### config.mk
export PLATFORM = sky130hd
export DESIGN_NAME = led_pixel_duty_encoder
export DESIGN_NICKNAME = d
export VERILOG_FILES = /design/src/rtl/lpde_pkg.sv /design/src/rtl/lpde_scale.sv /design/src/rtl/lpde_serializer.sv /design/src/rtl/led_pixel_duty_encoder.sv
export SDC_FILE = /design/constraint.sdc
export NUM_CORES = 1
export LEC_CHECK = 0
export ABC_AREA = 0
export ABC_CLOCK_PERIOD_IN_PS = 8600
export BUFFER_PORTS_ARGS = -buffer_cell sky130_fd_sc_hd__buf_2
export CAP_MARGIN = 20
export CORE_MARGIN = 1
export CORE_UTILIZATION = 55
export CTS_BUF_LIST = sky130_fd_sc_hd__clkbuf_8 sky130_fd_sc_hd__clkbuf_16
export DETAILED_ROUTE_END_ITERATION = 16
export PLACE_DENSITY = 0.85
export RECOVER_POWER = 50
export SLEW_MARGIN = 20
export SYNTH_ARGS = -nofsm -noshare
export SYNTH_HDL_FRONTEND = slang
export SYNTH_SLANG_ARGS = --single-unit
export TNS_END_PERCENT = 30
### constraint.sdc
create_clock -name clock -period 8.6 [get_ports clock]
set_clock_uncertainty 0.1 [all_clocks]
set_input_delay 1.29 -clock clock [delete_from_list [all_inputs] [get_ports clock]]
set_output_delay 1.29 -clock clock [all_outputs]
set_load 0.02 [all_outputs]
### src/rtl/lpde_pkg.sv
// ----------------------------------------------------------------------------
// LED pixel duty encoder package
// Shared widths, codes and item types for the pixel duty encoder.
// ----------------------------------------------------------------------------
package lpde_pkg;

   // Field widths.
   localparam int CHAN_W      = 8;
   localparam int PIXEL_BITS  = 24;
   localparam int DUTY_W      = 16;
   localparam int BIT_CNT_W   = $clog2(PIXEL_BITS + 1);
   localparam int CSR_INDEX_W = 1;

   // Command codes on the request channel.
   localparam logic CMD_PIXEL = 1'b0;
   localparam logic CMD_EOF   = 1'b1;

   // Register indexes on the configuration port.
   localparam logic [CSR_INDEX_W-1:0] CSR_ONE_BIT_DUTY  = 1'b0;
   localparam logic [CSR_INDEX_W-1:0] CSR_ZERO_BIT_DUTY = 1'b1;

   // Word count loaded for each kind of item.
   localparam logic [BIT_CNT_W-1:0] PIXEL_WORDS = BIT_CNT_W'(PIXEL_BITS);
   localparam logic [BIT_CNT_W-1:0] EOF_WORDS   = BIT_CNT_W'(1);

   // Registered request item.
   typedef struct packed {
      logic                  cmd;
      logic [PIXEL_BITS-1:0] grb;
      logic [CHAN_W-1:0]     brightness;
   } pixel_type;

   // Scaled item handed to the serializer.
   typedef struct packed {
      logic                  eof;
      logic [PIXEL_BITS-1:0] grb;
   } scaled_type;

endpackage

### src/rtl/lpde_scale.sv
// ----------------------------------------------------------------------------
// LED pixel duty encoder channel scaler
// Scales each 8-bit color channel to floor(channel * brightness / 255).
// ----------------------------------------------------------------------------
module lpde_scale (
   input  lpde_pkg::pixel_type  pixel,
   output lpde_pkg::scaled_type scaled
);
   import lpde_pkg::*;

   localparam int NUM_CHAN = PIXEL_BITS / CHAN_W;

   // Each channel gets one 8x8 multiplier. Division by 255 uses
   // (p + (p >> 8) + 1) >> 8, which is exact for every product of two 8-bit values.
   for (genvar c = 0; c < NUM_CHAN; c++) begin : g_chan
      logic [2*CHAN_W-1:0] product;
      logic [2*CHAN_W:0]   biased;

      assign product = pixel.grb[c*CHAN_W +: CHAN_W] * pixel.brightness;
      assign biased  = {1'b0, product} + {{(CHAN_W+1){1'b0}}, product[2*CHAN_W-1:CHAN_W]}
                       + {{(2*CHAN_W){1'b0}}, 1'b1};
      assign scaled.grb[c*CHAN_W +: CHAN_W] = biased[2*CHAN_W-1:CHAN_W];
   end

   assign scaled.eof = (pixel.cmd == CMD_EOF);

endmodule

### src/rtl/lpde_serializer.sv
// ----------------------------------------------------------------------------
// LED pixel duty encoder serializer
// Shifts a scaled pixel out MSB first as duty words into an output register.
// ----------------------------------------------------------------------------
module lpde_serializer (
   input  logic                         clock,
   input  logic                         reset,
   input  logic                         ld_valid,
   input  lpde_pkg::scaled_type         ld_item,
   output logic                         ld_ready,
   input  logic [lpde_pkg::DUTY_W-1:0]  one_duty,
   input  logic [lpde_pkg::DUTY_W-1:0]  zero_duty,
   output logic                         rsp_valid,
   input  logic                         rsp_stall,
   output logic [lpde_pkg::DUTY_W-1:0]  rsp_duty_word,
   output logic                         rsp_last
);
   import lpde_pkg::*;

   logic [BIT_CNT_W-1:0]  cnt_ff, cnt_in;
   logic [PIXEL_BITS-1:0] word_ff, word_in;
   logic                  eof_ff, eof_in;
   logic                  rsp_valid_ff, rsp_valid_in;
   logic [DUTY_W-1:0]     rsp_duty_ff, rsp_duty_in;
   logic                  rsp_last_ff, rsp_last_in;
   logic                  out_free;
   logic                  emit;
   logic                  load;

   // The output register can take a word when it is empty or being drained.
   assign out_free = !rsp_valid_ff || !rsp_stall;
   assign emit     = (cnt_ff != '0) && out_free;
   assign ld_ready = (cnt_ff == '0) || ((cnt_ff == EOF_WORDS) && emit);
   assign load     = ld_valid && ld_ready;

   // Shift register and word count.
   always_comb begin
      cnt_in  = cnt_ff;
      word_in = word_ff;
      eof_in  = eof_ff;
      if (emit) begin
         cnt_in  = cnt_ff - EOF_WORDS;
         word_in = {word_ff[PIXEL_BITS-2:0], 1'b0};
      end
      if (load) begin
         cnt_in  = ld_item.eof ? EOF_WORDS : PIXEL_WORDS;
         word_in = ld_item.grb;
         eof_in  = ld_item.eof;
      end
   end

   // Output register contents.
   always_comb begin
      rsp_valid_in = rsp_valid_ff;
      rsp_duty_in  = rsp_duty_ff;
      rsp_last_in  = rsp_last_ff;
      if (out_free) begin
         rsp_valid_in = emit;
         rsp_last_in  = (cnt_ff == EOF_WORDS);
         if (eof_ff) begin
            rsp_duty_in = '0;
         end else begin
            rsp_duty_in = word_ff[PIXEL_BITS-1] ? one_duty : zero_duty;
         end
      end
   end

   // Control state.
   always_ff @(posedge clock) begin
      if (reset) begin
         cnt_ff       <= '0;
         rsp_valid_ff <= 1'b0;
      end else begin
         cnt_ff       <= cnt_in;
         rsp_valid_ff <= rsp_valid_in;
      end
   end

   // Payload state.
   always_ff @(posedge clock) begin
      word_ff     <= word_in;
      eof_ff      <= eof_in;
      rsp_duty_ff <= rsp_duty_in;
      rsp_last_ff <= rsp_last_in;
   end

   assign rsp_valid     = rsp_valid_ff;
   assign rsp_duty_word = rsp_duty_ff;
   assign rsp_last      = rsp_last_ff;

endmodule

### src/rtl/led_pixel_duty_encoder.sv
// The first duty word of an item passes the input register, the serializer's shift
// register and the output register on its way to rsp. A pixel item gives 24 duty words,
// one per cycle while rsp_stall is low; an end-of-frame item gives one word.
// The next item is taken into the input register while the current one shifts out.
// Reset is synchronous: it empties all stages and clears both duty registers to zero.
// ----------------------------------------------------------------------------
// LED pixel duty encoder
// Scales a GRB pixel by brightness and emits 24 timer duty words per pixel.
// ----------------------------------------------------------------------------
module led_pixel_duty_encoder (
   input  logic                              clock,
   input  logic                              reset,
   input  logic                              req_valid,
   output logic                              req_stall,
   input  logic                              req_cmd,
   input  logic [lpde_pkg::PIXEL_BITS-1:0]   req_pixel_grb,
   input  logic [lpde_pkg::CHAN_W-1:0]       req_brightness,
   output logic                              rsp_valid,
   input  logic                              rsp_stall,
   output logic [lpde_pkg::DUTY_W-1:0]       rsp_duty_word,
   output logic                              rsp_last,
   input  logic                              csr_wr_en,
   input  logic [lpde_pkg::CSR_INDEX_W-1:0]  csr_index,
   input  logic [lpde_pkg::DUTY_W-1:0]       csr_wdata
);
   import lpde_pkg::*;

   logic              in_valid_ff, in_valid_in;
   pixel_type         in_item_ff;
   logic              req_accept;
   logic              ser_ready;
   scaled_type        scaled;
   logic [DUTY_W-1:0] one_duty_ff, zero_duty_ff;

   // Duty registers written from the configuration port.
   always_ff @(posedge clock) begin
      if (reset) begin
         one_duty_ff  <= '0;
         zero_duty_ff <= '0;
      end else if (csr_wr_en) begin
         unique case (csr_index)
            CSR_ONE_BIT_DUTY:  one_duty_ff  <= csr_wdata;
            CSR_ZERO_BIT_DUTY: zero_duty_ff <= csr_wdata;
            default:           ;
         endcase
      end
   end

   // Input register: holds one item until the serializer takes it.
   assign req_stall  = in_valid_ff && !ser_ready;
   assign req_accept = req_valid && !req_stall;

   always_comb begin
      in_valid_in = in_valid_ff;
      if (req_accept) begin
         in_valid_in = 1'b1;
      end else if (ser_ready) begin
         in_valid_in = 1'b0;
      end
   end

   always_ff @(posedge clock) begin
      if (reset) begin
         in_valid_ff <= 1'b0;
      end else begin
         in_valid_ff <= in_valid_in;
      end
   end

   always_ff @(posedge clock) begin
      if (req_accept) begin
         in_item_ff.cmd        <= req_cmd;
         in_item_ff.grb        <= req_pixel_grb;
         in_item_ff.brightness <= req_brightness;
      end
   end

   // Brightness scaling between the input register and the serializer.
   lpde_scale u_scale (
      .pixel  (in_item_ff),
      .scaled (scaled)
   );

   // Bit serializer with the output register.
   lpde_serializer u_serializer (
      .clock         (clock),
      .reset         (reset),
      .ld_valid      (in_valid_ff),
      .ld_item       (scaled),
      .ld_ready      (ser_ready),
      .one_duty      (one_duty_ff),
      .zero_duty     (zero_duty_ff),
      .rsp_valid     (rsp_valid),
      .rsp_stall     (rsp_stall),
      .rsp_duty_word (rsp_duty_word),
      .rsp_last      (rsp_last)
   );

endmodule

==> results.json <==
{
  "rsz0062_at_grt": "false",
  "ys_async_sr_fraction_pct": 0,
  "drive_gt1_share_pct": 8.548,
  "tritoncts": "built",
  "die_w_um": 148.0,
  "clockBufferDepth": 2,
  "grtUsageTotal_pct": 23.92,
  "cts_buffers": 17,
  "ys_ff_latch": 114,
  "netlist_instances": 1254,
  "place_congestion": 0.8999,
  "clk_latency_ns": 0.43,
  "rows": 53,
  "synth_top_area_share_pct": 19.21,
  "wire_per_inst_um": 15.49,
  "slew_headroom_pct": 32.77,
  "synth_area_leader_cell": "edfxtp_1",
  "initial_core_util_pct": 55.94,
  "period_minus_slack_ns": 7.260,
  "final.fill_count": 1688,
  "drc": 0,
  "h-tree-depth": 4,
  "diodes": 0,
  "drt_iter0_drc": 466,
  "tns_ns": 0,
  "seqCellArea_um2": 3033,
  "cts.clk_slew.worst_paths_ns": 0.07,
  "synth_area_um2": 11720,
  "port_buffers": 73,
  "ys_types": 70,
  "cts_sinks": 114,
  "worstPathRequired_ns": 8.67,
  "most-common-layout-cells": "inv_1 (170), and2_1 (166), nand2_1 (147)",
  "crit_arrival_ns": 7.33,
  "yosys.area_share.simple_pct": 19.29,
  "synth_compound_area_share_pct": 11.11,
  "synth_xor_area_share_pct": 3.437,
  "antenna_left": 0,
  "critical_path_class": "reg -> reg",
  "coreArea_um2": 20960,
  "hp-class": "reg -> reg",
  "worstPathMaxFanout": 24,
  "synth_fp_nets": 1545,
  "ios": 74,
  "area_delta_synth_final_pct": 9.916,
  "synth_area_leaders": "edfxtp_1 (19%), fa_1 (18%), ha_1 (14%)",
  "final.period_utilization_pct": 84.41,
  "grt_pass1_wl_mm": 41.86,
  "multi_input_area_um2": 7894,
  "first_pass_iters": 5,
  "slew_viol_final": 0,
  "synth_edf_count": 75,
  "dieArea_um2": 21900,
  "yosysWarnings": 0,
  "ys_seq_area_share_pct": 25.87,
  "tightest_slew_ns": 1.008,
  "end_kind": "flip-flop",
  "routed_wl_mm": 24.74,
  "cts_hold_repair.buffers": 0,
  "hold_viol": 0,
  "grt_pass1_vias": 9219,
  "antenna_found_initial": 0,
  "cts_resized": 0,
  "post_cts_buffers": 0,
  "synth_ff_type": "edfxtp_1",
  "fmax_mhz": 137.7,
  "synth_fa_ha_area_share_pct": 32.11,
  "final_common_cell": "inv_1",
  "vias": 8886,
  "cap_violations": 0,
  "via_per_inst": 5.564,
  "syn_area_per_cell_um2": 9.348,
  "fin_nets": 1600,
  "synth.mux.area_fraction_pct": 1.366,
  "grt_overflow": 0,
  "grt_max_degree": 53,
  "synth_top_family_by_area": "adder cells",
  "die_h_um": 148.0,
  "dp_hpwl_mm": 18.46,
  "status": "finished, final reports clean",
  "cts-root-buf": "clkbuf_16",
  "setup_viol": 0,
  "start_kind": "flip-flop"
}
## worst max-delay path, stage by stage (launching register included)
cell and delay [ns]:
edfxtp_1 0.71, and2_1 0.33, fa_1 0.53, inv_1 0.06
fa_1 0.54, inv_1 0.05, fa_1 0.48, inv_1 0.05
fa_1 0.47, inv_1 0.04, ha_1 0.31, and2_1 0.17
a221o_1 0.36, o31a_1 0.31, or4_4 0.50, o311ai_4 0.15
ha_1 0.21, o2111ai_1 0.10, and2_1 0.18, o32ai_1 0.31
o2111ai_2 0.31, a21oi_1 0.35, a21oi_1 0.12, a211o_1 0.28
## cell usage after synthesis, drive strengths merged (9+ instances only)
library cell and instances:
inv 170, nand3 10, and2 170, nand2 149
ha 128, dfxtp 39, xnor2 23, clkbuf 36
a211oi 9, mux2i 16, edfxtp 75, xor2 23
o21a 11, o21ai 35, nor2 44, and3 9
nor3 9, a21o 13, a21oi 72, fa 108
## through the flow
step | std cells | utilization [%] | hold WS (ns) | setup WS [ns] | instance area, um^2
after floorplan | 1254 | - | 0.3272 | 2.071 | 11720
after global placement | 1565 | 58.67 | 0.3332 | 1.629 | 12290
after detailed placement | 1565 | 58.67 | 0.3460 | 1.411 | 12290
after CTS | 1597 | 61.52 | 0.3552 | 1.373 | 12890
after global routing | 1597 | 61.49 | 0.3808 | 1.061 | 12880
final | 1597 | 61.49 | 0.3544 | 1.340 | 12880
## logic make-up (layout without fill, tap and decap cells)
logic type,Yosys count,in the layout
xor gates and xnor gates,46,46
DFF,114,114
AOI/OAI and AO/OA,196,196
muxes,16,16
buffers and inverters,210,278
and+or+nand+nor,436,436
adders and majority gates,236,236
## area by class of cell
type,count,share of cell area (%)
Clock inverter,13,0.9516
Inverter,170,4.952
Sequential cell,114,23.54
Multi-Input combinational cell,930,61.26
Clock buffer,19,3.690
Timing Repair Buffer,76,2.933
Tap cell,275,2.670
## state kept, by name, indices dropped and copies added, names as in the netlist, 5 cells and up
signal                      cells
u_serializer.rsp_duty_word     16
zero_duty_ff                   16
in_item_ff                     33
u_serializer.word_ff           24
one_duty_ff                    16
u_serializer.cnt_ff             5
## worst paths after layout
path / startpoint / to / slack, ns / cells after the start
max reg2reg: in_item_ff[2] / u_serializer.word_ff[5] / 1.34 / 23
min: one_duty_ff[0] / one_duty_ff[0] / 0.35 / 2
min reg2reg: one_duty_ff[0] / one_duty_ff[0] / 0.35 / 2
max: in_item_ff[2] / u_serializer.word_ff[5] / 1.34 / 23
## per-layer routing
layer / GRT usage [%] / vias up / routed length [um]
met5: 0 / - / 0
met4: 8.763 / 0 / 528
met3: 4.198 / 46 / 1096
met2: 43.38 / 265 / 12870
met1: 28.13 / 4296 / 10250
li1: - / 4279 / -
Power is left out: the tool's default activity adds up to more than one toggle a clock period on the data nets, which glitch-free logic cannot reach.
